**src/lr_pkg.sv**
```systemverilog
package lr_pkg;

  localparam int COORD_BITS = 6;
  localparam int ERR_BITS   = COORD_BITS + 3;
  localparam int QUEUE_DEPTH = 2;
  localparam int QPTR_BITS  = $clog2(QUEUE_DEPTH);
  localparam int QCNT_BITS  = $clog2(QUEUE_DEPTH + 1);

  typedef logic [COORD_BITS-1:0] coord_t;
  typedef logic signed [ERR_BITS-1:0] err_t;

  // One classified line segment, as handed from front to back.
  typedef struct packed {
    coord_t start_x;
    coord_t start_y;
    coord_t end_x;
    coord_t end_y;
    coord_t dx;       // |end_x - start_x|
    coord_t dy;       // |end_y - start_y|
    logic   x_dec;    // x walks downward
    logic   y_dec;    // y walks downward
  } line_desc_t;

endpackage

```
**src/line_rasterizer_top.sv**
```systemverilog
// Bresenham line walker, all octants, one pixel beat per cycle unless the output is held.
// The first pixel of a pushed line passes the line queue, the walker registers and
// the output beat register. A line has N pixels (N = max(|dx|,|dy|)+1, up to 64);
// the next segment loads from the 2-entry line queue after the last pixel, with no pixel out.
// Reset (rst_n low, synchronous) empties the line queue and the output register.
module line_rasterizer_top
  import lr_pkg::*;
(
  input  logic   clk,
  input  logic   rst_n,
  input  logic   push,
  output logic   full,
  input  coord_t in_start_x,
  input  coord_t in_start_y,
  input  coord_t in_end_x,
  input  coord_t in_end_y,
  output logic   empty,
  input  logic   pop,
  output coord_t out_pixel_x,
  output coord_t out_pixel_y,
  output logic   out_is_start_point,
  output logic   out_last_pixel
);

  line_desc_t front_desc, q_desc;
  logic       q_empty, q_take;

  lr_front u_front (
    .start_x (in_start_x),
    .start_y (in_start_y),
    .end_x   (in_end_x),
    .end_y   (in_end_y),
    .desc    (front_desc)
  );

  lr_queue u_queue (
    .clk     (clk),
    .rst_n   (rst_n),
    .wr_en   (push),
    .wr_data (front_desc),
    .q_full  (full),
    .rd_en   (q_take),
    .rd_data (q_desc),
    .q_empty (q_empty)
  );

  lr_walker u_walker (
    .clk            (clk),
    .rst_n          (rst_n),
    .desc           (q_desc),
    .desc_empty     (q_empty),
    .desc_take      (q_take),
    .empty          (empty),
    .pop            (pop),
    .pixel_x        (out_pixel_x),
    .pixel_y        (out_pixel_y),
    .is_start_point (out_is_start_point),
    .last_pixel     (out_last_pixel)
  );

endmodule

```
**src/lr_front.sv**
```systemverilog
module lr_front
  import lr_pkg::*;
(
  input  coord_t     start_x,
  input  coord_t     start_y,
  input  coord_t     end_x,
  input  coord_t     end_y,
  output line_desc_t desc
);

  always_comb begin
    desc.start_x = start_x;
    desc.start_y = start_y;
    desc.end_x   = end_x;
    desc.end_y   = end_y;
    desc.x_dec   = (end_x < start_x);
    desc.y_dec   = (end_y < start_y);
    desc.dx      = desc.x_dec ? (start_x - end_x) : (end_x - start_x);
    desc.dy      = desc.y_dec ? (start_y - end_y) : (end_y - start_y);
  end

endmodule

```
**src/lr_queue.sv**
```systemverilog
module lr_queue
  import lr_pkg::*;
(
  input  logic       clk,
  input  logic       rst_n,
  input  logic       wr_en,
  input  line_desc_t wr_data,
  output logic       q_full,
  input  logic       rd_en,
  output line_desc_t rd_data,
  output logic       q_empty
);

  line_desc_t mem [QUEUE_DEPTH];
  logic [QPTR_BITS-1:0] wr_ptr_r, wr_ptr_nxt;
  logic [QPTR_BITS-1:0] rd_ptr_r, rd_ptr_nxt;
  logic [QCNT_BITS-1:0] cnt_r, cnt_nxt;
  logic do_wr, do_rd;

  assign q_full  = (cnt_r == QCNT_BITS'(QUEUE_DEPTH));
  assign q_empty = (cnt_r == '0);
  assign do_wr   = wr_en && !q_full;
  assign do_rd   = rd_en && !q_empty;
  assign rd_data = mem[rd_ptr_r];

  function automatic logic [QPTR_BITS-1:0] ptr_inc(input logic [QPTR_BITS-1:0] p);
    if (p == QPTR_BITS'(QUEUE_DEPTH - 1)) return '0;
    return p + 1'b1;
  endfunction

  always_comb begin
    wr_ptr_nxt = do_wr ? ptr_inc(wr_ptr_r) : wr_ptr_r;
    rd_ptr_nxt = do_rd ? ptr_inc(rd_ptr_r) : rd_ptr_r;
    cnt_nxt    = cnt_r;
    if (do_wr && !do_rd) cnt_nxt = cnt_r + 1'b1;
    else if (!do_wr && do_rd) cnt_nxt = cnt_r - 1'b1;
  end

  always_ff @(posedge clk) begin
    if (!rst_n) begin
      wr_ptr_r <= '0;
      rd_ptr_r <= '0;
      cnt_r    <= '0;
    end else begin
      wr_ptr_r <= wr_ptr_nxt;
      rd_ptr_r <= rd_ptr_nxt;
      cnt_r    <= cnt_nxt;
    end
  end

  always_ff @(posedge clk) begin
    if (do_wr) mem[wr_ptr_r] <= wr_data;
  end

endmodule

```
**src/lr_walker.sv**
```systemverilog
module lr_walker
  import lr_pkg::*;
(
  input  logic       clk,
  input  logic       rst_n,
  input  line_desc_t desc,
  input  logic       desc_empty,
  output logic       desc_take,
  output logic       empty,
  input  logic       pop,
  output coord_t     pixel_x,
  output coord_t     pixel_y,
  output logic       is_start_point,
  output logic       last_pixel
);

  logic   busy_r, busy_nxt;
  logic   first_r, first_nxt;
  coord_t cx_r, cx_nxt, cy_r, cy_nxt;
  coord_t tx_r, tx_nxt, ty_r, ty_nxt;
  err_t   dx_r, dx_nxt, dy_r, dy_nxt;   // dy_r holds -|dy|
  logic   x_dec_r, x_dec_nxt, y_dec_r, y_dec_nxt;
  err_t   err_r, err_nxt;

  logic   ov_r, ov_nxt;
  coord_t ox_r, ox_nxt, oy_r, oy_nxt;
  logic   os_r, os_nxt, ol_r, ol_nxt;

  logic   adv, done, step_x, step_y;
  err_t   e2, ld_dx, ld_dy;

  assign adv       = busy_r && (!ov_r || pop);
  assign done      = (cx_r == tx_r) && (cy_r == ty_r);
  assign e2        = err_r <<< 1;
  assign step_x    = (e2 >= dy_r);
  assign step_y    = (e2 <= dx_r);
  assign desc_take = !busy_r && !desc_empty;
  assign ld_dx     = $signed({{(ERR_BITS-COORD_BITS){1'b0}}, desc.dx});
  assign ld_dy     = -$signed({{(ERR_BITS-COORD_BITS){1'b0}}, desc.dy});

  assign empty          = !ov_r;
  assign pixel_x        = ox_r;
  assign pixel_y        = oy_r;
  assign is_start_point = os_r;
  assign last_pixel     = ol_r;

  always_comb begin
    busy_nxt  = busy_r;
    first_nxt = first_r;
    cx_nxt    = cx_r;
    cy_nxt    = cy_r;
    tx_nxt    = tx_r;
    ty_nxt    = ty_r;
    dx_nxt    = dx_r;
    dy_nxt    = dy_r;
    x_dec_nxt = x_dec_r;
    y_dec_nxt = y_dec_r;
    err_nxt   = err_r;
    ov_nxt    = ov_r && !pop;
    ox_nxt    = ox_r;
    oy_nxt    = oy_r;
    os_nxt    = os_r;
    ol_nxt    = ol_r;

    if (desc_take) begin
      busy_nxt  = 1'b1;
      first_nxt = 1'b1;
      cx_nxt    = desc.start_x;
      cy_nxt    = desc.start_y;
      tx_nxt    = desc.end_x;
      ty_nxt    = desc.end_y;
      dx_nxt    = ld_dx;
      dy_nxt    = ld_dy;
      x_dec_nxt = desc.x_dec;
      y_dec_nxt = desc.y_dec;
      err_nxt   = ld_dx + ld_dy;
    end else if (adv) begin
      // emit current pixel into the output beat register, then step
      ov_nxt    = 1'b1;
      ox_nxt    = cx_r;
      oy_nxt    = cy_r;
      os_nxt    = first_r;
      ol_nxt    = done;
      first_nxt = 1'b0;
      if (done) begin
        busy_nxt = 1'b0;
      end else begin
        err_nxt = err_r + (step_x ? dy_r : '0) + (step_y ? dx_r : '0);
        if (step_x) cx_nxt = x_dec_r ? cx_r - 1'b1 : cx_r + 1'b1;
        if (step_y) cy_nxt = y_dec_r ? cy_r - 1'b1 : cy_r + 1'b1;
      end
    end
  end

  always_ff @(posedge clk) begin
    if (!rst_n) begin
      busy_r <= 1'b0;
      ov_r   <= 1'b0;
    end else begin
      busy_r <= busy_nxt;
      ov_r   <= ov_nxt;
    end
  end

  always_ff @(posedge clk) begin
    first_r <= first_nxt;
    cx_r    <= cx_nxt;
    cy_r    <= cy_nxt;
    tx_r    <= tx_nxt;
    ty_r    <= ty_nxt;
    dx_r    <= dx_nxt;
    dy_r    <= dy_nxt;
    x_dec_r <= x_dec_nxt;
    y_dec_r <= y_dec_nxt;
    err_r   <= err_nxt;
    ox_r    <= ox_nxt;
    oy_r    <= oy_nxt;
    os_r    <= os_nxt;
    ol_r    <= ol_nxt;
  end

endmodule
```
**config.mk**
```make
export PLATFORM = sky130hd
export DESIGN_NAME = line_rasterizer_top
export DESIGN_NICKNAME = d
export VERILOG_FILES = /design/src/lr_pkg.sv /design/src/line_rasterizer_top.sv /design/src/lr_front.sv /design/src/lr_queue.sv /design/src/lr_walker.sv
export SDC_FILE = /design/constraint.sdc
export NUM_CORES = 1
export LEC_CHECK = 0
export BUFFER_PORTS_ARGS = -buffer_cell sky130_fd_sc_hd__buf_2
export CORE_ASPECT_RATIO = 0.8
export CORE_MARGIN = 1.5
export CORE_UTILIZATION = 45
export CTS_BUF_LIST = sky130_fd_sc_hd__clkbuf_4 sky130_fd_sc_hd__clkbuf_8
export CTS_CLUSTER_DIAMETER = 150
export DETAILED_ROUTE_END_ITERATION = 12
export HOLD_SLACK_MARGIN = 0.03
export PLACE_DENSITY = 0.67
export SYNTH_ARGS = -nofsm -noshare
export SYNTH_HDL_FRONTEND = slang
export SYNTH_SLANG_ARGS = --single-unit
```
**constraint.sdc**
```tcl
create_clock -name clk -period 3.8 [get_ports clk]
set_clock_uncertainty 0.1 [all_clocks]
set_input_delay 1.14 -clock clk [delete_from_list [all_inputs] [get_ports clk]]
set_output_delay 1.14 -clock clk [all_outputs]
set_load 0.005 [all_outputs]
```
[After elaboration in Yosys (flattened, before gate mapping)]
Memories as Yosys holds them, arrays and structs flattened. A register that Yosys moved wholly into a read port is not among the register bits.
Index checks and enable logic that the tools add are counted.
Word-level totals
  memories kept: 1
  bits in writable memories: 76
  register bits after elaboration: 71
  logic and storage cells: 106
Operators by class
  magnitude comparators: 4
  bitwise logic cells: 1
  equality and inequality tests: 4
  add/subtract/negate cells: 16
  reductions and logical operators: 27
  muxes and demuxes: 34
Memories
  u_queue.mem: words 2, bits a word 38, read ports 1, clocked after Yosys merged registers in 1, write ports 1, RTL line lr_queue.sv:14  | line_desc_t mem [QUEUE_DEPTH];
Operators by type and width (count)
  $mux 6: 13
  $mux 9: 4
  $sub 6x6->6: 4
  $add 9x9->9: 2
  $mux 1: 15
  $add 6x1->6 const B: 2
  $eq 6x6->1: 2
  $lt 6x6->1: 2
  $sub 6x1->6 const B: 2
  $reduce_bool 2->1: 5
  $add 7x9->9: 1
  $ge 9x9->1: 1
  $le 9x7->1: 1
  $neg 6->9: 1
  $logic_and 1x1->1: 8
  $logic_not 1->1: 7
  $reduce_and 2->1: 3
  $reduce_and 3->1: 2
  $mux 2: 2
  $add 1x1->1 const B: 2
  $add 2x1->2 const B: 1
  $eq 2x2->1 const B: 1
  $logic_not 2->1: 1
  $ne 2x2->1 const B: 1
  3 further kinds: 3

[Longest topological paths before layout]
  word-level depth: 7
  gate-level depth with buffers: 20

[Hierarchy]
Synthesis repeated with hierarchy kept, for this count alone.
Unflattened totals
  cells, all modules: 616
  area total of the unflattened synthesis: 7992.7 um^2
By module, submodules not included
  lr_walker: sequential area each 1951.9 um^2, instances 1, area an instance 3911.3 um^2, cells each 332
  lr_queue: sequential area each 2382.3 um^2, instances 1, area an instance 2971.6 um^2, cells each 143
  lr_front: sequential area each 0.0 um^2, instances 1, area an instance 1109.8 um^2, cells each 141

[Worst setup path before layout]
OpenSTA, ideal clock, no wires.
  path kind: register -> register
  start: register u_walker.err_r[0]
  end: register u_walker.err_r[7], data pin
  buffers on the path: 1
  arrival: 3562 ps
  cell stages (with the launch flop): 20
  data required time: 3431 ps
  setup slack: -131 ps
  library setup time: 269 ps
  path through: edfxtp_1 > ha_1 > nor2b_1 > o2111ai_1 > and3_1 > o21ai_1 > and2_1 > clkbuf_1 > nand2_1 > fa_1 > inv_1 > ha_1 > inv_1 > fa_1 > nor2b_1 > o31a_1 > o32ai_1 > a311oi_1 > xor2_1 > mux2i_1
Between the ends
  longest elaborated chain between the ends: 7
  elaborated cells between the ends (all ways): 9
  those cells by class: add/sub: 2; order compare: 2; mux: 5
Ends and longest elaborated chain
  start: declaration: RTL line lr_walker.sv:23  | err_t err_r, err_nxt;
  start signal: assignment: RTL line lr_walker.sv:115  | err_r <= err_nxt;
  $ge 9x9->1: RTL line lr_walker.sv:35  | assign step_x = (e2 >= dy_r);
  $mux 9: RTL line lr_walker.sv:88  | err_nxt = err_r + (step_x ? dy_r : '0) + (step_y ? dx_r : '0);
  $add 9x9->9: RTL line lr_walker.sv:88
  $add 9x9->9 (*): RTL line lr_walker.sv:88
  $mux 9 (*): RTL line lr_walker.sv:85  | if (done) begin
  $mux 9 (*): RTL line lr_walker.sv:77  | end else if (adv) begin
  $mux 9 (*): RTL line lr_walker.sv:65  | if (desc_take) begin
  net u_walker.err_nxt[7]: RTL line lr_walker.sv:23
The timed path passes the listed nets; every way through them passes the cells marked *. The select of a mux whose other input is x is not followed.
A chain may end at the register's enable or synchronous reset.

[Worst setup path in the final report]
  start: register u_walker.err_r[2]
  end: register u_walker.err_r[7], data pin
Same word-level chain as after synthesis.

==> flow_summary.toml <==
[yosys]
synthMuxAreaShare = 0.0535
synth.ff_latch_count = 147
synth_edf_count = 139
synthDistinctLibCells = 61
synth_compound_area_frac = 0.0986
yosysWarnings = 0
yosysMostFrequentCell = "edfxtp_1"
synthCells = 631
synthArstFlopShare = 0
synth_top_area_frac = 0.525
yosys.area.top_type = "edfxtp_1"
synth_common_cells = "edfxtp_1 (139), inv_1 (76), ha_1 (58)"
synth-seq-area-share = 0.545
syn_area_per_cell_um2 = 12.6
synthXorXnorAreaFrac = 0.0496
synthSimpleGateAreaFrac = 0.0800
yosys-top-cells-area = "edfxtp_1 (53%), ha_1 (9.1%), inv_1 (3.6%), fa_1 (3.5%), mux2_2 (2.8%)"
synth_nets = 731
synth_top_family_by_area = "adder cells"
synth-adder-area-share = 0.127
synth.cell_area_um2 = 7950
synth-main-ff-cell = "edfxtp_1"

[detailed_routing]
num_vias = 5073
viasPerCell = 5.31
wl_per_cell_um = 17.4
drtIter0Drc = 249
first_pass_iters = 5
wl_um = 16600
drt_drc_violations_left = 0
ant_nets = 0

[global_routing]
grt_overflow = 0
grt_max_degree = 39
antenna_found_initial = 0
grt_usage = 0.191
grt_pass1_wl_um = 26200
grt_pass1_vias = 5059

[clocking]
clkTransAtPathRegs_ps = 80
cts_tree = "yes"
cts.root.buffer_cell = "clkbuf_8"
clock_path_buffers = 2
htree_num_levels = 4
clock_latency_ps = 450
cts_sinks = 147
cts_buffers = 17

[sta]
setup_tns_ps = -267
setup_viol = 2
rsz0062_at_grt = "true"
slew_violations = 0
hold_viol = 0
period_share = 1.07
period_minus_slack_ps = 4050
relSlewSlack = 0.361
fmax_mhz = 247
setup_slack_ps = -254
worst_pin_slew_ps = 959

[place]
dpl.hpwl_um = 12100
gp_congestion = 0.870
pre_cts_ws_ps = -321
dp_cells = 913
io_buffers = 43

[cells_and_area]
syn2layout_area_growth_pct = 16.3
nets = 819
finalNonFillerCells = 956
fill_cells = 1464
layout-drive-gt1-share = 0.253
fin_util = 0.534
diodes = 0

[worst_setup_path]
critPathTopFamily = "adder cells"
endpoint_kind = "flip-flop"
worstPathCellList = "buf_6 -> buf_6 -> ha_4 -> a21o_1 -> nand2_1 -> and3_4 -> o21ai_4 -> and2_4 -> buf_6 -> nand2_4 -> fa_1 -> inv_2 -> ha_4 -> nor2b_2 -> o31a_1 -> buf_4 -> a311oi_2 -> xor2_1 -> mux2i_1"
arrival_ps = 4150
cp_max_fo = 3
reg2reg_setup_slack_ps = -250
slowest_delay_ps = 570
worst-path-buf-inv = 5
crit_slowest_cell = "fa_1"
critPathKind = "flip-flop to flip-flop"
cpMostUsedCell = "buf_6"
worstPathRequired_ps = 3900
cp-start-kind = "flip-flop"

[power_and_ir_drop]
switchingPower_mw = 3.66
switching_share = 0.397
power_mw = 9.22
comb_power_share = 0.556
pwr-share-seq = 0.317
power.share.clock = 0.127
power_leakage_nw = 3.77
irDropWorstVdd_mv = 0.415
power.density_nw_per_um2 = 998
internal-power_mw = 5.56

[die]
die-area_um2 = 18500
io-pin-count = 44
rows = 43
die_height_um = 122
core-area_um2 = 17300
die_w_um = 152
start_util = 0.459

[status]
status = "finished with violations"
violations = "setup timing"

[hold_path]
hp-class = "flip-flop to flip-flop"

[flow_run]
cap_violations = 0
[per-layer routing]
layer / track usage / vias to the layer above / wire length (um) / part of all wire
li1: - / 2437 / - / -
met3: 0.0464 / 15 / 823 / 0.049
met5: 0 / - / 0 / 0
met2: 0.286 / 129 / 7480 / 0.45
met4: 0.0625 / 0 / 140 / 0.0084
met1: 0.273 / 2492 / 8190 / 0.49
[power by group through the flow]
stage | logic [mW] | clock network, mW | registers, mW
after floorplan | 3.14 | 0 | 2.80
after global placement | 4.29 | 0 | 2.93
after detailed placement | 4.38 | 0 | 2.95
after CTS | 4.68 | 1.20 | 2.91
after global routing | 5.67 | 1.26 | 2.97
final | 5.13 | 1.17 | 2.92
[area by class of cell]
type | instances | area [um2] | share of cell area
sequential | 147 | 4340 | 0.469
timing repair buffer | 83 | 531 | 0.0574
multi-input combinational | 393 | 3430 | 0.371
tap | 225 | 282 | 0.0305
inverter | 77 | 289 | 0.0313
clock buffer | 18 | 241 | 0.0261
clock inverter | 13 | 134 | 0.0145
[final timing paths]
path	to	depth (start not counted)	startpoint
worst max register to register	u_walker.err_r[7]	19	u_walker.err_r[2]
worst min-delay path	u_walker.is_start_point	0	u_walker.first_r
worst min register to register	u_walker.is_start_point	0	u_walker.first_r
worst max-delay path	u_walker.err_r[7]	19	u_walker.err_r[2]
[cells in the final DEF, fill, tap and decap left out, drive strengths merged, types with 3 or more instances in the layout]
master	instances
edfxtp	139
buf	83
inv	79
ha	58
a21oi	37
nand2	36
o21ai	25
xor2	23
xnor2	22
mux2	20
clkbuf	18
mux2i	18
nor2	17
a21o	15
nor2b	15
fa	14
a211oi	10
nor3	8
dfxtp	8
nand2b	6
o21a	6
and2	6
clkinv	6
or2	5
nand3b	4
nor4	4
or3	4
a31oi	4
nor3b	4
a21boi	4
and3	4
clkinvlp	3
nand3	3
o31ai	3
[metrics by stage]
step	hold slack, ps	area (um2)
after floorplan	308	7950
after global placement	319	8580
after detailed placement	329	8580
after CTS	349	9090
after global routing	363	9250
final	350	9250
[flip-flops by register name (all words and copies together), names as in the netlist, 2 cells and up, named ones only]
register,cells
u_queue.cnt_r,2
u_queue.mem,76
u_walker.cx_r,6
u_walker.cy_r,6
u_walker.dx_r,6
u_walker.dy_r,9
u_walker.err_r,8
u_walker.pixel_x,6
u_walker.pixel_y,6
u_walker.tx_r,6
u_walker.ty_r,6
[logic make-up after synthesis]
kind of cell,after synthesis
compound gates,119
xor+xnor,45
fa+ha+maj,72
buf+inv,91
flops,147
mux,38
simple gates,119
[timing repair]
action                                  in CTS  in global routing
resized for setup                           17                 25
hold buffers                                 0                  0
pin swaps                                   16                 23
endpoints found under the setup margin       3                  5
buffers inserted                             7                  5
Power figures use the tool's default switching activity.
